--- src/design/slis_pkg.sv ---
`default_nettype none

package slis_pkg;

    localparam int CAPACITY = 64;
    localparam int IDX_W = (CAPACITY > 1) ? $clog2(CAPACITY) : 1;
    localparam int COUNT_W = $clog2(CAPACITY + 1);

    // The first-match search works in groups of eight cells.
    localparam int GROUP = 8;
    localparam int GROUP_W = 3;
    localparam int NUM_GROUPS = (CAPACITY + GROUP - 1) / GROUP;
    localparam int NGRP_W = (NUM_GROUPS > 1) ? $clog2(NUM_GROUPS) : 1;
    localparam int PAD_W = NUM_GROUPS * GROUP;

    localparam logic KIND_INSERT = 1'b0;
    localparam logic KIND_SEARCH = 1'b1;

    typedef enum logic [1:0] {
        ST_IDLE,
        ST_COMPARE,
        ST_APPLY
    } slis_state_t;

    typedef struct packed {
        logic               kind;
        logic signed [31:0] value;
    } slis_item_t;

    typedef struct packed {
        logic [6:0] position;
        logic       overflow;
        logic [6:0] count;
    } slis_result_t;

endpackage

`default_nettype wire

--- src/design/slis_first.sv ---
`default_nettype none

module slis_first
    import slis_pkg::*;
(
    input  wire logic [CAPACITY-1:0] hits,
    output logic                     found,
    output logic [IDX_W-1:0]         index
);

    logic [PAD_W-1:0]         padded;
    logic [NUM_GROUPS-1:0]    grp_any;
    logic [GROUP_W-1:0]       grp_idx [NUM_GROUPS];
    logic [NGRP_W-1:0]        sel_grp;
    logic [GROUP_W-1:0]       sel_idx;

    assign padded = PAD_W'(hits);

    // Lowest set bit inside each group; groups are independent.
    always_comb
    begin
        for (int g = 0; g < NUM_GROUPS; g++)
        begin
            grp_any[g] = |padded[g*GROUP +: GROUP];
            grp_idx[g] = '0;
            for (int b = GROUP - 1; b >= 0; b--)
            begin
                if (padded[g*GROUP + b])
                begin
                    grp_idx[g] = GROUP_W'(b);
                end
            end
        end
    end

    always_comb
    begin
        sel_grp = '0;
        sel_idx = '0;
        for (int g = NUM_GROUPS - 1; g >= 0; g--)
        begin
            if (grp_any[g])
            begin
                sel_grp = NGRP_W'(g);
                sel_idx = grp_idx[g];
            end
        end
    end

    assign found = |grp_any;
    assign index = IDX_W'({sel_grp, sel_idx});

endmodule

`default_nettype wire

--- config.mk ---
export PLATFORM = sky130hd
export DESIGN_NAME = slis_first
export DESIGN_NICKNAME = d
export VERILOG_FILES = /design/src/design/slis_pkg.sv /design/src/design/slis_first.sv
export SDC_FILE = /design/constraint.sdc
export NUM_CORES = 1
export LEC_CHECK = 0
export ABC_AREA = 1
export ABC_CLOCK_PERIOD_IN_PS = 3300
export BUFFER_PORTS_ARGS = -buffer_cell sky130_fd_sc_hd__buf_2
export CAP_MARGIN = 10
export CELL_PAD_IN_SITES_DETAIL_PLACEMENT = 1
export CELL_PAD_IN_SITES_GLOBAL_PLACEMENT = 2
export CORE_MARGIN = 2
export CORE_UTILIZATION = 19
export DETAILED_ROUTE_END_ITERATION = 8
export PLACE_DENSITY = 0.86
export SLEW_MARGIN = 40
export SYNTH_ARGS = -nofsm -noshare
export SYNTH_HDL_FRONTEND = slang
export SYNTH_SLANG_ARGS = --single-unit
--- constraint.sdc ---
create_clock -name vclk -period 3.3
set_clock_uncertainty 0.2 [all_clocks]
set_input_delay 0.165 -clock vclk [all_inputs]
set_output_delay 0.165 -clock vclk [all_outputs]
set_load 0.1 [all_outputs]
Word level (Yosys, flattened, before mapping)

Cells that the tools add are included.

Flip-flop bits (word level): 0
Bits of input ports: 64
Output and inout port bits: 7
Word-level logic and storage cells: 89

Multiplexer cells: 80
Reductions and logical operators: 9

Operators with widths:

| operator            | count |
|---|---|
| two-way mux 3 bit   | 80 |
| OR reduction 64 bit | 1 |
| OR reduction 8 bit  | 8 |

Depth between registers and ports, before layout

Depth in word-level cells: 16
Gate-level depth with buffers: 13
Depth with buffers taken out: 13

Worst setup path before layout

OpenSTA, ideal clock, no wires.

Kind: input to output
From: input hits[54]
To: output index[3]
Arrival time: 2.362 ns
Data required time: 2.935 ns
Path slack: 0.573 ns
Cell stages on the path: 8
Buffers on the path: 0
Path through: or2_4 -> nor2_4 -> nand2_2 -> nor2_2 -> inv_1 -> a21oi_1 -> o21bai_1 -> a21oi_1

Longest elaborated chain between the ends: 8

RTL lines:

| element                         | line             | source |
|---|---|---|
| from (decl)                     | slis_first.sv:6  | `input wire logic [CAPACITY-1:0] hits,` |
| OR reduction 8 bit              | slis_first.sv:24 | `grp_any[g] = \|padded[g*GROUP +: GROUP];` |
| two-way mux 3 bit (7 in series) | slis_first.sv:42 | `if (grp_any[g])` |
| to (decl)                       | slis_first.sv:8  | `output logic [IDX_W-1:0] index` |

Every way passes these cells.

Final worst setup path

From: input hits[42]
To: output index[2]

Longest elaborated chain between the ends: 9
Elaborated cells between the ends (all ways): 10
Those cells by class: mux (9); reduce/logical (1)

RTL lines:

| element                             | line             | source |
|---|---|---|
| two-way mux 3 bit (3 in series)     | slis_first.sv:28 | `if (padded[g*GROUP + b])` |
| two-way mux 3 bit (*) (6 in series) | slis_first.sv:42 |  |

Mark *: on every way between the ends. The rest lies on a longest branch, timed or not.

==> results.json <==
{
  "busiest_layer": "met2",
  "critPathRequiredTime_ns": 2.93,
  "pwr-share-comb_pct": 100.0,
  "synth_area_leaders": "inv_1, nand2_1, a21oi_1, nand3_1, o21ai_0",
  "power.switching_uw": 75.66,
  "nFlopsAndLatches": 0,
  "synth_seq_area_share_pct": 0,
  "die_w_um": 74.70,
  "tightest_slew_ns": 0.5089,
  "yosysTopAreaCell": "inv_1",
  "path_delay_family": "simple AND/OR/NAND/NOR gates",
  "placed_area_um2": 1389,
  "synth_area_um2": 949.7,
  "rsz0062_at_grt": "false",
  "worst_path_max_delay_cell": "buf_2",
  "dieArea_um2": 5580,
  "post-place-ws_ns": 1.139,
  "synthDistinctLibCells": 29,
  "via_count": 1423,
  "clockPowerShare_pct": 0,
  "ios": 71,
  "synthToLayoutAreaGrowth_pct": 46.24,
  "p_int_uw": 53.44,
  "finalSetupTns_ns": 0,
  "grt_pass1_vias": 1403,
  "outcome": "complete, no violations",
  "slew_headroom_pct": 66.31,
  "vias_per_cell": 4.338,
  "syn_nets": 254,
  "synthCells": 190,
  "drive_gt1_share_pct": 35.25,
  "max_freq_mhz": 473.5,
  "worst_slack_ns": 1.188,
  "start_kind": "primary input",
  "powerDensity_nw_per_um2": 92.96,
  "fin_nets": 327,
  "whs_path_depth": 5,
  "gp_congestion": 0.7728,
  "overflow": 0,
  "gr-usage-met3_pct": 0.5355,
  "final_area_um2": 1389,
  "port_buffers": 71,
  "drt_iter0_markers": 27,
  "fin_crit_ns": 2.112,
  "post-dp-hpwl_um": 3038,
  "cp_max_fo": 3,
  "grt_use_met1_pct": 12.39,
  "maxCapViolCount": 0,
  "postCtsSetupRepairBufs": 0,
  "post-route-drc-count": 0,
  "ant_nets": 0,
  "routed_wl_um": 3251,
  "hold_buffers": 0,
  "grt.total_usage_pct": 11.19,
  "path_common_cell": "nand3_1",
  "drt_first_pass_iters": 3,
  "std_cell_rows": 25,
  "hp-class": "primary input to output pin",
  "switching_share_pct": 58.61,
  "p_leak_nw": 0.7794,
  "initial_core_util_pct": 19.84,
  "ys_warn_count": 0,
  "clkbuf_count": 0,
  "synthTopCellsByCount": "inv_1, nand2_1, a21oi_1, nor2_1, nand3_1",
  "antenna_cells": 0,
  "synth_top_area_share_pct": 17.79,
  "grt.met2_usage_pct": 24.29,
  "hold_viol": 0,
  "avgSynthCellArea_um2": 4.998,
  "crit_buf_inv": 2,
  "hp-start": "hits[8]",
  "fin_util_pct": 29.02,
  "pwr-share-seq_pct": 0,
  "fin_crit_sh_pct": 64.00,
  "core-area_um2": 4786,
  "ir_drop_v": 0.00003610,
  "setup_viol": 0,
  "crit_type": "primary input to output pin",
  "slew_viol_final": 0,
  "cp_slowest_stage_delay_ns": 0.42,
  "grt_max_degree": 7,
  "avgRoutedWirePerCell_um": 9.912,
  "holdWs_ns": 0.6733,
  "min_to": "index[0]",
  "endpoint_kind": "output pin",
  "grt_pass1_wl_um": 5271,
  "path_cells": "buf_2 > nor2_1 > nand3_2 > nor2_2 > nand3_1 > nand3_1 > nand3_1 > nand3_1 > nand2_1 > nand2_1 > nand3_1 > nand2_1 > buf_2",
  "antenna_found_initial": 0,
  "dieHeight_um": 74.70,
  "cp.arrival_ns": 1.75,
  "cts_resized": 0,
  "regArea_um2": 0,
  "synth.most_common_cell": "inv_1"
}
## layout make-up
cell class	instances	area [um2]
fill	690	3397
multi-input combinational	141	765.7
tap	67	83.83
timing repair buffer	71	355.3
inverter	49	183.9
## per-stage QoR
stage / cells / total power, mW
floorplan: 190 / 0.06929
global placement: 328 / 0.1291
detailed placement: 328 / 0.1308
CTS: 328 / 0.1315
global route: 328 / 0.1463
finish: 328 / 0.1291
## routing by layer
layer  vias up  part of all wire [%]
li1        767                     -
met1       620                    43
met2        36                    52
met3         0                   5.4
met4         0                     0
met5         -                     0
## worst max-delay path by stage
stage	start	endpoint	slack [ns]	depth (start not counted)
floorplan	hits[54]	index[3]	0.57	8
global placement	hits[42]	index[2]	1.16	13
detailed placement	hits[42]	index[2]	1.14	13
CTS	hits[42]	index[2]	1.13	13
global route	hits[21]	index[1]	1.01	9
finish	hits[42]	index[2]	1.19	13
## cell usage in the layout (no fill, tap or decap), drive strengths merged
master / n
inv: 48
nand2: 39
o21ai: 14
nor4: 6
nand3: 15
a21oi: 18
buf: 71
o21bai: 5
nand4: 3
o41ai: 1
o22ai: 1
clkinv: 1
or2: 4
o311ai: 3
a31oi: 1
o31ai: 1
nor2: 21
nor3: 9
## logic make-up after synthesis
family                 synth area share, %
AND/OR/NAND/NOR                      54.02
AO/OA/AOI/OAI                        26.62
buffers and inverters                19.37
## power by group through the flow
stage	registers (mW)	clock network (mW)	logic (mW)
floorplan	0	0	0.0693
global placement	0	0	0.129
detailed placement	0	0	0.131
CTS	0	0	0.131
global route	0	0	0.146
finish	0	0	0.129
(Power assumes the default switching activity.)
