$ cat config.mk
export PLATFORM = sky130hd
export DESIGN_NAME = slis_cell
export DESIGN_NICKNAME = d
export VERILOG_FILES = /design/src/design/slis_pkg.sv /design/src/design/slis_cell.sv
export SDC_FILE = /design/constraint.sdc
export NUM_CORES = 1
export LEC_CHECK = 0
export BUFFER_PORTS_ARGS = -buffer_cell sky130_fd_sc_hd__buf_2
export CORE_MARGIN = 8
export CORE_UTILIZATION = 30
export DETAILED_ROUTE_END_ITERATION = 10
export GPL_ROUTABILITY_DRIVEN = 0
export PLACE_DENSITY = 0.59
export SLEW_MARGIN = 15
export SYNTH_ARGS = -nofsm -noshare
export SYNTH_HDL_FRONTEND = slang
export SYNTH_SLANG_ARGS = --single-unit
$ cat constraint.sdc
create_clock -name clk -period 2.2 [get_ports clk]
set_clock_uncertainty 0.1 [all_clocks]
set_input_delay 0 -clock clk [delete_from_list [all_inputs] [get_ports clk]]
set_output_delay 0 -clock clk [all_outputs]
set_load 0.01 [all_outputs]
$ cat src/design/slis_pkg.sv
`default_nettype none

package slis_pkg;

    localparam int CAPACITY = 64;
    localparam int IDX_W = (CAPACITY > 1) ? $clog2(CAPACITY) : 1;
    localparam int COUNT_W = $clog2(CAPACITY + 1);

    // The first-match search works in groups of eight cells.
    localparam int GROUP = 8;
    localparam int GROUP_W = 3;
    localparam int NUM_GROUPS = (CAPACITY + GROUP - 1) / GROUP;
    localparam int NGRP_W = (NUM_GROUPS > 1) ? $clog2(NUM_GROUPS) : 1;
    localparam int PAD_W = NUM_GROUPS * GROUP;

    localparam logic KIND_INSERT = 1'b0;
    localparam logic KIND_SEARCH = 1'b1;

    typedef enum logic [1:0] {
        ST_IDLE,
        ST_COMPARE,
        ST_APPLY
    } slis_state_t;

    typedef struct packed {
        logic               kind;
        logic signed [31:0] value;
    } slis_item_t;

    typedef struct packed {
        logic [6:0] position;
        logic       overflow;
        logic [6:0] count;
    } slis_result_t;

endpackage

`default_nettype wire

$ cat src/design/slis_cell.sv
`default_nettype none

module slis_cell
    import slis_pkg::*;
(
    input  wire logic               clk,
    input  wire logic               cmp_en,
    input  wire logic               shift_en,
    input  wire logic signed [31:0] key,
    input  wire logic               occupied,
    input  wire logic signed [31:0] left_entry,
    input  wire logic               left_greater,
    output logic signed [31:0]      entry,
    output logic                    greater,
    output logic                    match
);

    logic signed [31:0] entry_reg;
    logic               greater_reg;
    logic               match_reg;

    // An empty cell counts as greater, so the new key lands in the first free cell
    // when no stored entry is larger.
    always_ff @(posedge clk)
    begin
        if (cmp_en)
        begin
            greater_reg <= !occupied || (key < entry_reg);
            match_reg   <= occupied && (key == entry_reg);
        end
    end

    always_ff @(posedge clk)
    begin
        if (shift_en && greater_reg)
        begin
            entry_reg <= left_greater ? left_entry : key;
        end
    end

    assign entry   = entry_reg;
    assign greater = greater_reg;
    assign match   = match_reg;

endmodule

`default_nettype wire

After elaboration in Yosys (flattened, before gate mapping):

Cells that the tools add are included.

* register bits after elaboration: 34
* input port bits: 69
* word-level logic and storage cells: 10

* order comparisons: 1
* eq/ne operators: 1
* muxes and demuxes: 1
* reductions and logical operators: 4

Operator list (number)
* == test 32 bit: 1
* less-than comparator 32 bit: 1
* two-way mux 32 bit: 1
* logical AND 1 bit: 2
* logical NOT 1 bit: 1
* logical OR 1 bit: 1

Depth between registers and ports, before layout:

* depth after elaboration: 2
* mapped depth: 8

Worst setup path after synthesis:

No wires, ideal clock.

* path type: reg2reg
* start: register entry_reg[1] (netlist: entry[1])
* end: register greater_reg (netlist: greater) (data pin)
* setup time: 0.269 ns
* arrival time: 1.587 ns
* required time: 1.831 ns
* setup slack: 0.244 ns
* stages on the path, launching flop included: 9
* path buffers: 0
* cell sequence: edfxtp_1 -> inv_1 -> ha_1 -> nor2b_4 -> o211ai_2 -> a21boi_1 -> o31ai_1 -> a41o_1 -> o311ai_2

* cells in the longest elaborated chain, start to end: 2

RTL lines
* start, declared: RTL line slis_cell.sv:18 `logic signed [31:0] entry_reg;`
* start signal, assigned: RTL line slis_cell.sv:37 `entry_reg <= left_greater ? left_entry : key;`
* less-than comparator 32 bit: RTL line slis_cell.sv:28 `greater_reg <= !occupied || (key < entry_reg);`
* logical OR 1 bit: RTL line slis_cell.sv:28
* end signal, assigned: RTL line slis_cell.sv:28
* end, declared: RTL line slis_cell.sv:19 `logic greater_reg;`

No other way between the ends.
A chain may end at the register's enable or synchronous reset.

Final worst setup path:

* start: register entry_reg[5] (netlist: entry[5])
* end: register greater_reg (netlist: greater) (data pin)

The elaborated chain is that of the path after synthesis.

==> key figures <==
Worst setup path
  – Startpoint types: register
  – Cell family with most CP delay: compound AO/OA/AOI/OAI gates
  – Critical-path top delay cell: edfxtp_1
  – Worst path buffer plus inverter count: 1
  – Crit Path Class: register to register
  – Critical path cell sequence: inv_1 > ha_1 > a21o_1 > nand3_1 > a21oi_1 > o311ai_4 > a41o_1 > o311ai_2
  – Worst Path Max Fanout: 2
  – Required @ worst endpoint: 2.13 ns
  – Delay of the slowest cell on the worst path: 0.40 ns
  – WP data arrival: 1.98 ns
  – Critical Path End Type: register

Synth
  – Mapped Cells: 184
  – Cell area after synthesis: 0.00228 mm^2
  – Syn. warnings: 0
  – Async set-or-reset flop fraction in the synthesized netlist: 0
  – Largest cells by area after synthesis: edfxtp_1, ha_1, mux2_2
  – Sequential-to-total area share from yosys stat: 0.448
  – Synth Flop Type: edfxtp_1
  – Avg Cell Area, Syn: 12.4 um^2
  – EDFF count, synth: 34
  – Top cell type's share of synthesized area: 0.448
  – Area leader, netlist: edfxtp_1
  – Synth cell types: 26
  – Syn_nets: 285
  – Post-synth top cells: edfxtp_1, inv_1, ha_1
  – Synth Register Bits: 34

Global routing
  – Total Routing Usage GR: 0.123
  – Largest net degree at the start of global routing: 34
  – First-pass GRT wire length: 10.2 mm
  – Initial antenna violation count: 0
  – Vias in the first global route: 2227
  – Total gr overflow: 0

Route
  – DR vias/cell: 4.39
  – Initial DRC Count: 24
  – Via count: 2017
  – # DRC: 0
  – Detail Route Antenna Nets: 0
  – Routed WL: 6.48 mm
  – Wire per inst: 14.1 um
  – DRT Pass-1 Iters: 4

STA
  – Hold violation total from the final report: 0
  – Worst-Margin Slew: 0.773 ns
  – Achievable Freq: 0.488 GHz
  – Fin Hold WS: 0.185 ns
  – Rel. slew slack: 0.485
  – Period minus WS final: 2.05 ns
  – # setup viols final: 0
  – Pins Over Slew Limit: 0
  – Final worst path period share: 0.932
  – Final critical-path setup slack: 0.150 ns

Finish
  – Share of layout cells above drive strength 1: 0.428
  – Final instance area: 0.00370 mm^2
  – Post-Layout Cell Count: 459
  – Ant. Diodes: 0
  – Largest register FFs: 32
  – Area Overhead vs Synth: 62.3%
  – Fin util: 0.507
  – Nets: 460

Placed design
  – # placed instances: 382
  – Input/output buffers: 102
  – Post-detail-place hpwl: 4.74 mm
  – Placed instance area: 0.00290 mm^2
  – Worst slack, placed: 0.0609 ns

Floorplanning
  – Initial core utilization: 0.312
  – Num rows: 31
  – I/O pin cnt: 103
  – DIE HEIGHT: 103 um
  – Die X: 103 um
  – Die area: 0.0106 mm^2
  – CORE AREA: 0.00729 mm^2

CTS
  – Inserted Clock Buffers: 5
  – Clock Pin Slew Worst Setup and Hold Paths: 0.07 ns
  – Clock Sinks: 34
  – Max Buffers Root-to-Sink: 2
  – CTS H-tree depth: 2
  – CTS tree: yes
  – Root buffer cell: clkbuf_8
  – Worst skew pair latency: 0.28 ns

Job
  – Maxcap violations: 0

Worst hold path
  – Tightest Hold Check Type: input pin to register

Power
  – Leak pwr: 1.75 nW
  – Max IR drop VDD: 0.262 mV
  – Cell Pwr Density: 458 mW/mm^2

Status
  – Status: finished, final reports clean
[per-stage QoR]
stage | total power [mW] | TNS [ns]
floorplan | 1.00 | 0
global placement | 1.15 | 0
detailed placement | 1.15 | 0
CTS | 1.72 | 0
global route | 1.79 | -0.0182
finish | 1.69 | 0
[per-layer routing]
metal / track usage / vias to the layer above / part of all wire
li1: - / 1031 / -
met1: 0.135 / 920 / 0.41
met2: 0.223 / 61 / 0.50
met3: 0.0398 / 5 / 0.078
met4: 0.0300 / 0 / 0.0085
met5: 0 / - / 0
[where the power goes]
part	leakage (nW)	internal, mW	switching, mW
clock	0.0407	0.211	0.229
combinational	1.39	0.272	0.198
sequential	0.323	0.765	0.0175
[layout make-up]
cell class	count	area (um^2)
fillers	695	3590
repair buffers	172	1200
multi-input cells	112	1140
flip-flops and latches	34	1020
inverters	34	128
well taps	99	124
clock buffers	5	68.8
clock inverters	3	11.3
[cell families (layout without fill, tap and decap cells)]
| logic type | count (synthesis) | after routing | synth area share |
|---|---|---|---|
| and+or+nand+nor | 23 | 23 | 0.0741 |
| AOI/OAI and AO/OA | 26 | 26 | 0.0846 |
| muxes | 31 | 31 | 0.153 |
| adders and majority gates | 32 | 32 | 0.176 |
| buffers and inverters | 38 | 214 | 0.0642 |
| DFF | 34 | 34 | 0.448 |
[what timing repair did]
item                       in CTS  in global routing
hold buffers                   66                  0
gates resized for setup         0                  4
setup endpoints to repair       0                  1
setup buffers                   0                  3
hold endpoints to repair       35                  0
[cells in the final DEF, fill, tap and decap left out]
master           n
nand3_1          6
clkbuf_8         5
nor2_1           2
a21boi_0         3
buf_2          102
edfxtp_1        34
o211ai_2         1
and4_2           1
buf_4            4
and2_2           1
o31ai_1          1
a21o_1           5
o31ai_2          1
a21oi_1         10
inv_1           34
o311ai_4         1
dlygate4sd3_1   66
nand4_2          2
nor4_4           1
ha_1            31
nand4_1          6
o311ai_2         1
a41o_1           1
o21ai_0          1
nor3_1           1
mux2_2          31
nand2_1          1
a21boi_2         1
clkinv_1         3
ha_4             1
and4_1           1
nor2b_4          1
[path summary, 6_finish.rpt]
kind	slack (ns)	end	startpoint	cells past startpoint
max	0.15	greater	entry[5]	8
min	0.19	match	key[0]	4
max reg2reg	0.15	greater	entry[5]	8
min reg2reg	0.65	match	entry[0]	2
[worst register-to-register path, cell delays in order, from the launching register on]
cell      delay, ns
edfxtp_1       0.40
inv_1          0.07
ha_1           0.23
a21o_1         0.18
nand3_1        0.08
a21oi_1        0.10
o311ai_4       0.32
a41o_1         0.21
o311ai_2       0.10
No activity file was read; power rests on OpenSTA's default activity.
